`src/rtl/frqs_pkg.sv`:
```
// Package for the fiber run queue scheduler: sizes, operation, status,
// error and sequencer state codes. No dependencies.
package frqs_pkg;

    localparam int NUM_FIBERS = 16;
    localparam int FIBER_W    = $clog2(NUM_FIBERS);
    localparam int CNT_W      = $clog2(NUM_FIBERS + 1);
    localparam int OP_W       = 3;
    localparam int ID_W       = 4;
    localparam int ERR_W      = 2;
    localparam int STATUS_W   = 3;

    typedef enum logic [OP_W-1:0] {
        OP_CREATE = 3'd0,
        OP_YIELD  = 3'd1,
        OP_WAIT   = 3'd2,
        OP_NOTIFY = 3'd3,
        OP_FINISH = 3'd4
    } op_t;

    typedef enum logic [STATUS_W-1:0] {
        ST_UNUSED   = 3'd0,
        ST_WEAK     = 3'd1,
        ST_STRONG   = 3'd2,
        ST_WAIT     = 3'd3,
        ST_FINISHED = 3'd4
    } status_t;

    typedef enum logic [ERR_W-1:0] {
        ERR_OK   = 2'd0,
        ERR_IDLE = 2'd1,
        ERR_LIVE = 2'd2
    } err_t;

    typedef enum logic [0:0] {
        S_IDLE = 1'b0,
        S_EXEC = 1'b1
    } fsm_t;

endpackage

```
`src/rtl/frqs_if.sv`:
```
// Valid/ready channel interfaces for the command and response beats.
// Depends on frqs_pkg for field widths.
interface frqs_cmd_if;
    logic                        valid;
    logic                        ready;
    logic [frqs_pkg::OP_W-1:0]   operation;
    logic [frqs_pkg::ID_W-1:0]   target_fiber;

    modport source (output valid, output operation, output target_fiber, input ready);
    modport sink   (input valid, input operation, input target_fiber, output ready);
endinterface

interface frqs_rsp_if;
    logic                        valid;
    logic                        ready;
    logic [frqs_pkg::ID_W-1:0]   running_fiber;
    logic                        switched;
    logic [frqs_pkg::ERR_W-1:0]  error_code;

    modport source (output valid, output running_fiber, output switched,
                    output error_code, input ready);
    modport sink   (input valid, input running_fiber, input switched,
                    input error_code, output ready);
endinterface

```
`src/rtl/frqs_ram.sv`:
```
// Generic single-write, single-read RAM with registered read data.
// No dependencies.
module frqs_ram #(
    parameter int WIDTH = 8,
    parameter int DEPTH = 16
) (
    input  logic                     clk,
    input  logic                     we,
    input  logic [$clog2(DEPTH)-1:0] waddr,
    input  logic [WIDTH-1:0]         wdata,
    input  logic                     re,
    input  logic [$clog2(DEPTH)-1:0] raddr,
    output logic [WIDTH-1:0]         rdata
);

    logic [WIDTH-1:0] mem_reg [DEPTH];

    always_ff @(posedge clk)
    begin
        if (we)
        begin
            mem_reg[waddr] <= wdata;
        end
        if (re)
        begin
            rdata <= mem_reg[raddr];
        end
    end

endmodule

```
`src/rtl/fiber_run_queue_scheduler.sv`:
```
// Top level of the fiber run queue scheduler: sequencer, queue pointers and
// response register. Depends on frqs_pkg, frqs_if and frqs_ram.
//
//  channel | dir | beat contents
//  --------+-----+---------------------------------------------
//  cmd     | in  | operation, target_fiber
//  rsp     | out | running_fiber, switched, error_code
//
// Each command has a read step, which reads the status memory and the queue
// head, and a decide step, which decides and writes back. The registered
// read data of the status memory sets that split. Reset leaves every fiber
// unused (per-entry valid bits), the queue empty and the idle fiber running;
// no clearing pass. A stalled response holds the sequencer in its decide
// step, and a new command is taken only after the decide step has finished.
module fiber_run_queue_scheduler (
    input  logic        clk,
    input  logic        rst_n,
    frqs_cmd_if.sink    cmd,
    frqs_rsp_if.source  rsp
);

    localparam int FW = frqs_pkg::FIBER_W;
    localparam int CW = frqs_pkg::CNT_W;

    // Sequencer and queue control state
    frqs_pkg::fsm_t          state_reg, state_next;
    logic [FW-1:0]           cur_reg, cur_next;
    logic [FW-1:0]           head_reg, head_next;
    logic [FW-1:0]           tail_reg, tail_next;
    logic [CW-1:0]           count_reg, count_next;
    logic [frqs_pkg::NUM_FIBERS-1:0] valid_reg, valid_next;

    // Latched command
    frqs_pkg::op_t           op_reg;
    logic [frqs_pkg::ID_W-1:0] tgt_reg;
    logic [FW-1:0]           stat_addr_reg;

    // Response register
    logic                    rsp_valid_reg, rsp_valid_next;
    logic [frqs_pkg::ID_W-1:0] rsp_fiber_reg;
    logic                    rsp_switched_reg;
    logic [frqs_pkg::ERR_W-1:0] rsp_err_reg;

    // Memory ports
    logic                    st_we, st_re;
    logic [FW-1:0]           st_raddr;
    logic [frqs_pkg::STATUS_W-1:0] st_wdata, st_rdata;
    logic                    q_we, q_re;
    logic [FW-1:0]           q_wdata, q_rdata;

    // Decide-step signals
    logic                    accept;
    logic                    proceed;
    frqs_pkg::status_t       st;
    frqs_pkg::err_t          err;
    logic                    bad_tgt;
    logic                    wr_st;
    frqs_pkg::status_t       wr_val;
    logic                    push, push_ok, sched, pop;
    logic [FW-1:0]           push_id;
    logic [CW-1:0]           cnt1;
    logic [FW-1:0]           head_inc, tail_inc;

    frqs_ram #(.WIDTH(frqs_pkg::STATUS_W), .DEPTH(frqs_pkg::NUM_FIBERS)) u_status_ram (
        .clk   (clk),
        .we    (st_we),
        .waddr (stat_addr_reg),
        .wdata (st_wdata),
        .re    (st_re),
        .raddr (st_raddr),
        .rdata (st_rdata)
    );

    frqs_ram #(.WIDTH(FW), .DEPTH(frqs_pkg::NUM_FIBERS)) u_queue_ram (
        .clk   (clk),
        .we    (q_we),
        .waddr (tail_reg),
        .wdata (q_wdata),
        .re    (q_re),
        .raddr (head_reg),
        .rdata (q_rdata)
    );

    assign cmd.ready         = (state_reg == frqs_pkg::S_IDLE);
    assign accept            = cmd.valid && cmd.ready;
    assign rsp.valid         = rsp_valid_reg;
    assign rsp.running_fiber = rsp_fiber_reg;
    assign rsp.switched      = rsp_switched_reg;
    assign rsp.error_code    = rsp_err_reg;

    // Read the status of the target for create and notify, else of the
    // running fiber; read the queue head alongside.
    assign st_re    = accept;
    assign q_re     = accept;
    assign st_raddr = (cmd.operation == frqs_pkg::OP_CREATE ||
                       cmd.operation == frqs_pkg::OP_NOTIFY)
                      ? FW'(cmd.target_fiber) : cur_reg;

    assign head_inc = (head_reg == FW'(frqs_pkg::NUM_FIBERS - 1)) ? '0 : head_reg + 1'b1;
    assign tail_inc = (tail_reg == FW'(frqs_pkg::NUM_FIBERS - 1)) ? '0 : tail_reg + 1'b1;

    always_ff @(posedge clk or negedge rst_n)
    begin
        if (!rst_n)
        begin
            state_reg     <= frqs_pkg::S_IDLE;
            cur_reg       <= '0;
            head_reg      <= '0;
            tail_reg      <= '0;
            count_reg     <= '0;
            valid_reg     <= '0;
            rsp_valid_reg <= 1'b0;
        end
        else
        begin
            state_reg     <= state_next;
            cur_reg       <= cur_next;
            head_reg      <= head_next;
            tail_reg      <= tail_next;
            count_reg     <= count_next;
            valid_reg     <= valid_next;
            rsp_valid_reg <= rsp_valid_next;
        end
    end

    // Payload registers: command latch and response beat
    always_ff @(posedge clk)
    begin
        if (accept)
        begin
            op_reg        <= frqs_pkg::op_t'(cmd.operation);
            tgt_reg       <= cmd.target_fiber;
            stat_addr_reg <= st_raddr;
        end
        if (proceed)
        begin
            rsp_fiber_reg    <= frqs_pkg::ID_W'(cur_next);
            rsp_switched_reg <= (cur_next != cur_reg);
            rsp_err_reg      <= err;
        end
    end

    always_comb
    begin
        state_next     = state_reg;
        cur_next       = cur_reg;
        head_next      = head_reg;
        tail_next      = tail_reg;
        count_next     = count_reg;
        valid_next     = valid_reg;
        rsp_valid_next = rsp_valid_reg && !rsp.ready;
        proceed        = 1'b0;

        // An entry never written reads as unused
        st      = valid_reg[stat_addr_reg] ? frqs_pkg::status_t'(st_rdata)
                                           : frqs_pkg::ST_UNUSED;
        bad_tgt = (tgt_reg == '0) || (32'(tgt_reg) >= frqs_pkg::NUM_FIBERS);
        err     = frqs_pkg::ERR_OK;
        wr_st   = 1'b0;
        wr_val  = frqs_pkg::ST_UNUSED;
        push    = 1'b0;
        push_id = cur_reg;
        sched   = 1'b0;

        unique case (op_reg)
            frqs_pkg::OP_CREATE:
            begin
                push_id = FW'(tgt_reg);
                if (bad_tgt)
                begin
                    err = frqs_pkg::ERR_IDLE;
                end
                else if (st != frqs_pkg::ST_UNUSED && st != frqs_pkg::ST_FINISHED)
                begin
                    err = frqs_pkg::ERR_LIVE;
                end
                else
                begin
                    wr_st  = 1'b1;
                    wr_val = frqs_pkg::ST_WEAK;
                    push   = 1'b1;
                end
            end
            frqs_pkg::OP_YIELD:
            begin
                sched = 1'b1;
                push  = (cur_reg != '0) &&
                        (st == frqs_pkg::ST_WEAK || st == frqs_pkg::ST_STRONG);
            end
            frqs_pkg::OP_WAIT:
            begin
                if (cur_reg == '0)
                begin
                    err = frqs_pkg::ERR_IDLE;
                end
                else if (st == frqs_pkg::ST_WEAK)
                begin
                    wr_st  = 1'b1;
                    wr_val = frqs_pkg::ST_WAIT;
                    sched  = 1'b1;
                end
                else if (st == frqs_pkg::ST_STRONG)
                begin
                    // consume the early wakeup and keep running
                    wr_st  = 1'b1;
                    wr_val = frqs_pkg::ST_WEAK;
                end
            end
            frqs_pkg::OP_NOTIFY:
            begin
                push_id = FW'(tgt_reg);
                if (bad_tgt)
                begin
                    err = frqs_pkg::ERR_IDLE;
                end
                else if (st == frqs_pkg::ST_WEAK)
                begin
                    wr_st  = 1'b1;
                    wr_val = frqs_pkg::ST_STRONG;
                end
                else if (st == frqs_pkg::ST_WAIT)
                begin
                    wr_st  = 1'b1;
                    wr_val = frqs_pkg::ST_WEAK;
                    push   = 1'b1;
                end
            end
            frqs_pkg::OP_FINISH:
            begin
                if (cur_reg == '0)
                begin
                    err = frqs_pkg::ERR_IDLE;
                end
                else
                begin
                    wr_st  = 1'b1;
                    wr_val = frqs_pkg::ST_FINISHED;
                    sched  = 1'b1;
                end
            end
            default:
            begin
                // unknown operation: no change
            end
        endcase

        // Push first, then pop; drop a push into a full queue
        push_ok = push && (count_reg < CW'(frqs_pkg::NUM_FIBERS));
        cnt1    = count_reg + CW'(push_ok);
        pop     = sched && (cnt1 != '0);

        unique case (state_reg)
            frqs_pkg::S_IDLE:
            begin
                if (accept)
                begin
                    state_next = frqs_pkg::S_EXEC;
                end
            end
            frqs_pkg::S_EXEC:
            begin
                // hold while the previous response beat is still stalled
                if (!rsp_valid_reg || rsp.ready)
                begin
                    proceed        = 1'b1;
                    state_next     = frqs_pkg::S_IDLE;
                    rsp_valid_next = 1'b1;
                    count_next     = cnt1 - CW'(pop);
                    if (push_ok)
                    begin
                        tail_next = tail_inc;
                    end
                    if (pop)
                    begin
                        head_next = head_inc;
                    end
                    if (wr_st)
                    begin
                        valid_next[stat_addr_reg] = 1'b1;
                    end
                    if (sched)
                    begin
                        // an empty queue hands back the fiber just pushed
                        if (cnt1 == '0)
                        begin
                            cur_next = '0;
                        end
                        else if (count_reg == '0)
                        begin
                            cur_next = push_id;
                        end
                        else
                        begin
                            cur_next = q_rdata;
                        end
                    end
                end
            end
            default:
            begin
                state_next = frqs_pkg::S_IDLE;
            end
        endcase

        st_we    = proceed && wr_st;
        st_wdata = wr_val;
        q_we     = proceed && push_ok;
        q_wdata  = push_id;
    end

`ifndef NO_ASSERTIONS
    // The run queue holds fewer entries than there are fibers
    a_count_bound: assert property (@(posedge clk) disable iff (!rst_n)
        count_reg < CW'(frqs_pkg::NUM_FIBERS))
        else $error("run queue count out of range");

    // An empty queue has its pointers together
    a_empty_ptrs: assert property (@(posedge clk) disable iff (!rst_n)
        (count_reg == '0) |-> (head_reg == tail_reg))
        else $error("queue pointers disagree with count");

    // A stalled response holds the decide step and the queue state
    a_stall_hold: assert property (@(posedge clk) disable iff (!rst_n)
        (state_reg == frqs_pkg::S_EXEC && rsp_valid_reg && !rsp.ready)
        |=> (state_reg == frqs_pkg::S_EXEC && $stable(count_reg) && $stable(cur_reg)))
        else $error("decide step advanced under a stalled response");
`endif

endmodule
```
`src/flat_wrapper.sv`:
```
// flat-port wrapper written by rule: the top's interface ports become plain ports
module fiber_run_queue_scheduler_flat 
  (clk, rst_n, cmd_valid, cmd_operation, cmd_target_fiber, cmd_ready, rsp_valid, rsp_running_fiber, rsp_switched, rsp_error_code, rsp_ready);
  frqs_cmd_if cmd_i ();
  frqs_rsp_if rsp_i ();
  input  logic clk;
  input  logic rst_n;
  input wire logic [$bits(cmd_i.valid)-1:0] cmd_valid;
  input wire logic [$bits(cmd_i.operation)-1:0] cmd_operation;
  input wire logic [$bits(cmd_i.target_fiber)-1:0] cmd_target_fiber;
  output wire logic [$bits(cmd_i.ready)-1:0] cmd_ready;
  output wire logic [$bits(rsp_i.valid)-1:0] rsp_valid;
  output wire logic [$bits(rsp_i.running_fiber)-1:0] rsp_running_fiber;
  output wire logic [$bits(rsp_i.switched)-1:0] rsp_switched;
  output wire logic [$bits(rsp_i.error_code)-1:0] rsp_error_code;
  input wire logic [$bits(rsp_i.ready)-1:0] rsp_ready;
  assign cmd_i.valid = cmd_valid;
  assign cmd_i.operation = cmd_operation;
  assign cmd_i.target_fiber = cmd_target_fiber;
  assign cmd_ready = cmd_i.ready;
  assign rsp_valid = rsp_i.valid;
  assign rsp_running_fiber = rsp_i.running_fiber;
  assign rsp_switched = rsp_i.switched;
  assign rsp_error_code = rsp_i.error_code;
  assign rsp_i.ready = rsp_ready;
  fiber_run_queue_scheduler u_core (.clk(clk), .rst_n(rst_n), .cmd(cmd_i), .rsp(rsp_i));
endmodule
```
`config.mk`:
```
export PLATFORM = sky130hd
export DESIGN_NAME = fiber_run_queue_scheduler_flat
export DESIGN_NICKNAME = d
export VERILOG_FILES = /design/src/rtl/frqs_pkg.sv /design/src/rtl/frqs_if.sv /design/src/rtl/frqs_ram.sv /design/src/rtl/fiber_run_queue_scheduler.sv /design/src/flat_wrapper.sv
export SDC_FILE = /design/constraint.sdc
export NUM_CORES = 1
export LEC_CHECK = 0
export BUFFER_PORTS_ARGS = -buffer_cell sky130_fd_sc_hd__buf_2
export CAP_MARGIN = 20
export CORE_MARGIN = 1.5
export CORE_UTILIZATION = 51
export DETAILED_ROUTE_END_ITERATION = 6
export GPL_TIMING_DRIVEN = 0
export PLACE_DENSITY = 0.77
export SETUP_SLACK_MARGIN = 0.2
export SYNTH_ARGS = -nofsm -noshare
export SYNTH_HDL_FRONTEND = slang
export SYNTH_HIERARCHICAL = 1
export SYNTH_SLANG_ARGS = --single-unit
```
`constraint.sdc`:
```
create_clock -name clk -period 4.7 [get_ports clk]
set_input_delay 0.235 -clock clk [delete_from_list [all_inputs] [get_ports clk]]
set_output_delay 0.235 -clock clk [all_outputs]
set_load 0.03 [all_outputs]
```
---- After elaboration in Yosys (flattened, before gate mapping) ----
Memory sizes are Yosys's and may differ from the RTL's. A register that Yosys moved wholly into a read port is not among the register bits.
Cells that the tools add are included.
operators by class
  reduce and logical (&&, ||, !) cells .... 29
  bitwise gates (word level) .............. 2
  $add $sub $neg .......................... 4
  multipliers ............................. 0
  shift-type cells ........................ 0
  divide/modulo/power cells ............... 0
  mux-type cells .......................... 56
  eq/ne operators ......................... 12
  order comparisons ....................... 3
operators by type and width
  kind                   count
  $mux W4                9
  $mux W1                30
  $mux W3                7
  $or A16 B16 Y16        1
  $eq A3 B2 Y1 const B   5
  $pmux W3 S4            1
  $logic_not A5 Y1       2
  $logic_and A1 B1 Y1    9
  $reduce_and A3 Y1      3
  $add A4 B1 Y4 const B  2
  $eq A4 B4 Y1 const B   2
  $logic_not A4 Y1       2
  $eq A3 B1 Y1 const B   2
  $logic_not A3 Y1       2
  $pmux W1 S3            2
  $pmux W2 S3            1
  $add A5 B1 Y5          1
  $lt A4 B5 Y1 const B   1
  $lt A5 B5 Y1 const B   1
  $reduce_bool A5 Y1     1
  $sub A5 B1 Y5          1
  $bmux W1 S4            1
  $demux W1 S4           1
  $ge A4 B1 Y1 const B   1
  other kinds (13)       18
word-level totals
  logic and storage cells ................. 121
  input port bits ......................... 11
  flip-flop bits (word level) ............. 53
  memories ................................ 2
  output and inout bits ................... 9
  memory bits (read-only) ................. 0
  memory bits (writable) .................. 112
  bits in latches ......................... 0
memory list
  memory                       depth  width  read ports  clocked after Yosys merged registers in  wr ports  line            text
  u_core.u_queue_ram.mem_reg   16     4      1           1                                        1         frqs_ram.sv:16  logic [WIDTH-1:0] mem_reg [DEPTH];
  u_core.u_status_ram.mem_reg  16     3      1           1                                        1         frqs_ram.sv:16

---- Depth between registers and ports, before layout ----
  word-level depth ........................ 16
  depth in mapped cells ................... 20

---- By module ----
Netlist, hierarchy kept.
modules (own cells, without submodules)
  module                          instances  area each (um2)  cells an instance  sequential area each (um2)
  fiber_run_queue_scheduler       1          2,920.3          274                1,416.4
  frqs_ram (u_core.u_queue_ram)   1          2,706.3          130                2,042.0
  frqs_ram (u_core.u_status_ram)  1          2,042.0          103                1,531.5

---- Worst setup path after synthesis ----
No wires, ideal clock.
  kind .................................... reg-to-reg
  start point ............................. register u_core.stat_addr_reg[0]
  end point ............................... register u_core.count_reg[4]
  stages on the path, launching flop included .. 18
  setup time .............................. 0.125 ns
  data required time ...................... 4.575 ns
  data arrival time ....................... 4.072 ns
  period minus slack after synthesis ...... 4.196 ns
  slack ................................... 0.504 ns
  cell sequence ........................... edfxtp_1 -> mux4_2 -> nand2b_1 -> a32oi_2 -> o21ba_2 -> o21a_1 -> ha_1 -> ha_1 -> nand2_1 -> or4_1 -> o21ai_0 -> clkbuf_1 -> nor2_1 -> ha_1 -> ha_1 -> a311oi_1 -> o21ai_0 -> xnor2_1
on the way
  longest elaborated chain between the ends .. 13
RTL lines
  item                                                   line                                                                text
  start: declaration                                     fiber_run_queue_scheduler.sv:36                                     logic [FW-1:0] stat_addr_reg;
  start signal: assignment                               fiber_run_queue_scheduler.sv:133                                    stat_addr_reg <= st_raddr;
  $bmux W1 S4 (*)                                        fiber_run_queue_scheduler.sv:155                                    st = valid_reg[stat_addr_reg] ? frqs_pkg::status_t'(st_rdata)
  $mux W1 (not written as such) (*)                      fiber_run_queue_scheduler.sv:155
  $mux W3 (*)                                            fiber_run_queue_scheduler.sv:155
  $eq A3 B2 Y1 (tied with other cells)                   fiber_run_queue_scheduler.sv:221                                    else if (st == frqs_pkg::ST_WAIT)
  $mux W1 / $logic_and A1 B1 Y1 (equally long branches)  fiber_run_queue_scheduler.sv:221, fiber_run_queue_scheduler.sv:173
  $mux W1 (on tied branches)                             fiber_run_queue_scheduler.sv:216, fiber_run_queue_scheduler.sv:173
  $mux W1 (on tied branches)                             fiber_run_queue_scheduler.sv:212, fiber_run_queue_scheduler.sv:169
  $pmux W1 S3                                            fiber_run_queue_scheduler.sv:165                                    unique case (op_reg)
  $logic_and A1 B1 Y1                                    fiber_run_queue_scheduler.sv:248                                    push_ok = push && (count_reg < CW'(frqs_pkg::NUM_FIBERS));
  $add A5 B1 Y5                                          fiber_run_queue_scheduler.sv:249                                    cnt1 = count_reg + CW'(push_ok);
  $reduce_bool A5 Y1                                     fiber_run_queue_scheduler.sv:250                                    pop = sched && (cnt1 != '0);
  $logic_and A1 B1 Y1                                    fiber_run_queue_scheduler.sv:250
  $sub A5 B1 Y5 (*)                                      fiber_run_queue_scheduler.sv:268                                    count_next = cnt1 - CW'(pop);
  end signal: assignment                                 fiber_run_queue_scheduler.sv:120                                    count_reg <= count_next;
  end: declaration                                       fiber_run_queue_scheduler.sv:30                                     logic [CW-1:0] count_reg, count_next;
Every way passes the cells marked *; elsewhere a longest branch is shown, timed or not. The select of a mux whose other input is x is not followed.
A chain may end at the register's enable or synchronous reset.

---- Worst setup path in the final report ----
Same ends and word-level chain as after synthesis.

==> impl_results.md <==
- Worst vdd ir: 0.263 mV
- # DRC: 0
- Placed cell area: 8020 µm²
- Measured slew at the worst slew-check pin: 998 ps
- HP Class: input port to register
- Rows: 44
- Share of the synthesized area in the top cell type: 0.536
- Fin util: 0.607
- Setup TNS: 0 ps
- Pin count of the biggest net entering global routing: 36
- Gr ovfl total: 0
- Final instance area: 8850 µm²
- Mapped Area: roughly 7700 µm²
- Worst Hold Endpoint: u_core/op_reg[0]$_DFFE_PP_
- Buffers on Ports: 19
- Worst Hold Path Cells: 1
- Netlist cell types: 63
- Detailed Place HPWL: 9970 µm
- Die area: roughly 16000 µm²
- Critical Path AT: 4580 ps
- Clock latency on the worst-skew pair: 430 ps
- Worst Setup SP: u_core/stat_addr_reg[0]$_DFFE_PP_
- R2R setup slack: between 400 and 500 ps
- Worst Setup Path Type: register to register
- Detailed-route via count: 4691
- Count leader, synth: edfxtp_1
- Final Max Tran Viols: 0
- Initial Util: 0.526
- Worst-path fanout max: 6
- R2r startpoint: u_core/stat_addr_reg[0]$_DFFE_PP_
- Worst Setup Start Kind: register
- FF+latch area: 4990 µm²
- Die H: 126 µm
- Synthesized netlist cell count: 507
- Top FF cell, synth: edfxtp_1
- Worst Path Required: 5010 ps
- CTS sink count: 172
- Worst-path cell chain: mux4_2, nand2b_1, a32oi_4, o21ba_4, o21a_1, ha_4, ha_4, nand2_1, or4_1, o21ai_2, buf_4, nor2_1, ha_1, ha_1, a311oi_2, o21ai_0, xnor2_1
- Drt total wl: 15300 µm
- Finish-stage setup viols: 0
- Minimum clock period: 4270 ps
- RSZ-0062 raised after global routing: false
- Status: finished, final reports clean
- CP max stage delay: roughly 510 ps
- Synth top cells by count: edfxtp_1 (137), nor2_1 (54), dfrtp_1 (35)
- H-Tree Depth: 4
- Total CTS buffers: 17
- Worst path slowest cell: mux4_2
- Core footprint: 14600 µm²
- CTS tree: yes
- Avg Cell Area, Syn: roughly 15 µm²
- Clock Skew: 10.1 ps
- Yosys Warn Count: 6
- Max reg flops: 64
- Power per cell area: about 590 nW/µm²
- R2R cell count: 17
- Gr usage total: 0.204
- Synth area leaders: edfxtp_1 (54%), dfrtp_1 (11%), mux4_1 (7.5%), nor2_1 (2.6%), mux4_2 (2.1%)
- Ant. Diodes: 0
- Leakage: 3.22 nW
- Violation count after the first detailed-routing iteration: 418
- Final Hold Fails: 0
- Synth Net Count: approximately 520
- Clock root buffer: clkbuf_16
- Register area share after synthesis: 0.651
- Synth Register Bits: 172
- Fill cells: 1006
- Wire length per cell: 20.0 µm
- Number of global-route vias before repair: 4690
- Via density: ~6
- Relative slew slack: 0.332
- Ratio of cells with drive above 1 in the final layout: 0.192
- Clk pin slew, worst setup/hold paths: roughly 70 ps
- Final worst path period share: 0.908
- Drt pass-1 iters: 5
- Routability Congestion: 0.881
- EDFF count, synth: approximately 140
- CP Capture Type: register
- Initial antenna violation count: 0
- Bufs on Longest Clock Path: 2
- R2R Path End: u_core/count_reg[4]$_DFFE_PN0P_
- Max cap viols: 0
- Area of the multi-input gates: around 2600 µm²
- Area growth syn-to-layout: 15.4%
- # nets final: 581
- Antenna Nets Post-Route: 0
- First-pass GRT wire length: 24700 µm
- Yosys top cell by area: edfxtp_1
- IO Count: 20
- Worst hold start: cmd_operation[0]
- Fmax: about 230 MHz
- Ys async rst share: 0.203
- Die width: between 100 and 150 µm
## final cells by class
type                    instances  share of cell area
plain buffers                  18              0.0143
clock buffers                  17              0.0481
clock inverters                15              0.0202
inverters                      12             0.00509
multi-input cells             305               0.292
flip-flops and latches        172               0.564
well taps                     184              0.0260
repair buffers                 38              0.0301
## worst max-delay path: cells and delay by family (launching register included)
family | cells | cell delay, ps
buffers and inverters | 1 | 140
AND/OR/NAND/NOR | 4 | 800
multiplexers | 1 | 510
XOR/XNOR | 1 | 160
AO/OA/AOI/OAI | 6 | 1290
flip-flops | 1 | 460
adder cells (fa/ha/maj) | 4 | 780
## report_power, final
group	leakage, nW	internal, mW	total (mW)	switching [mW]
clock	0.285	0.804	1.42	0.615
sequential	1.73	1.99	2.20	0.215
combinational	1.21	0.657	1.56	0.906
total	3.22	3.45	5.19	1.74
## per-layer routing
layer	track usage	up-vias	routed length, µm
met5	0	-	0
li1	-	2130	-
met1	0.266	2327	6340
met4	0.0916	0	433
met2	0.326	194	7540
met3	0.0506	40	943
## repair_timing
item,4_1_cts,5_1_grt
buffers inserted,6,4
gates resized for setup,8,8
pin swaps,1,2
hold endpoints to repair,41,0
endpoints found under the setup margin,4,3
hold buffers,7,0
## layout by cell type (no fill, tap or decap), types with 6 or more instances in the layout
cell type	n
edfxtp_1	137
nor2_1	53
dfrtp_1	35
nand2_1	29
buf_2	23
mux4_1	22
clkbuf_16	17
nand3_1	17
nor3_1	16
o21ai_0	14
inv_1	12
buf_4	12
mux2_2	11
nor2b_1	11
a22oi_1	9
mux2i_1	8
a31o_1	8
dlygate4sd3_1	7
nand2b_1	7
mux4_2	7
clkbuf_1	6
a31oi_1	6
a41o_1	6
## worst max path at each step
stage                                            endpoint
after floorplan           u_core/count_reg[4]$_DFFE_PN0P_
after global placement    u_core/count_reg[4]$_DFFE_PN0P_
after detailed placement  u_core/count_reg[4]$_DFFE_PN0P_
after CTS                 u_core/count_reg[4]$_DFFE_PN0P_
after global routing      u_core/count_reg[4]$_DFFE_PN0P_
final                     u_core/count_reg[4]$_DFFE_PN0P_
## kinds of logic (layout without fill, tap and decap cells)
logic type | Yosys count | in the layout | synth area share
AOI/OAI and AO/OA | 78 | 78 | 0.0773
and+or+nand+nor | 163 | 163 | 0.106
xor gates and xnor gates | 10 | 10 | 0.0114
buffers and inverters | 30 | 100 | 0.0219
muxes | 48 | 48 | 0.123
adders and majority gates | 6 | 6 | 0.00979
DFF | 172 | 172 | 0.651
## per-stage QoR
stage | std cells | setup WS, ps | hold slack (ps) | power (mW)
floorplan | 507 | 504 | -60.6 | 3.25
global placement | 710 | -250 | 383 | 3.61
detailed placement | 711 | -329 | 405 | 3.68
CTS | 756 | 205 | 4.95 | 5.15
global route | 761 | 216 | 5.34 | 5.42
finish | 761 | 434 | 18.4 | 5.19
Power figures use the tool's default switching activity.
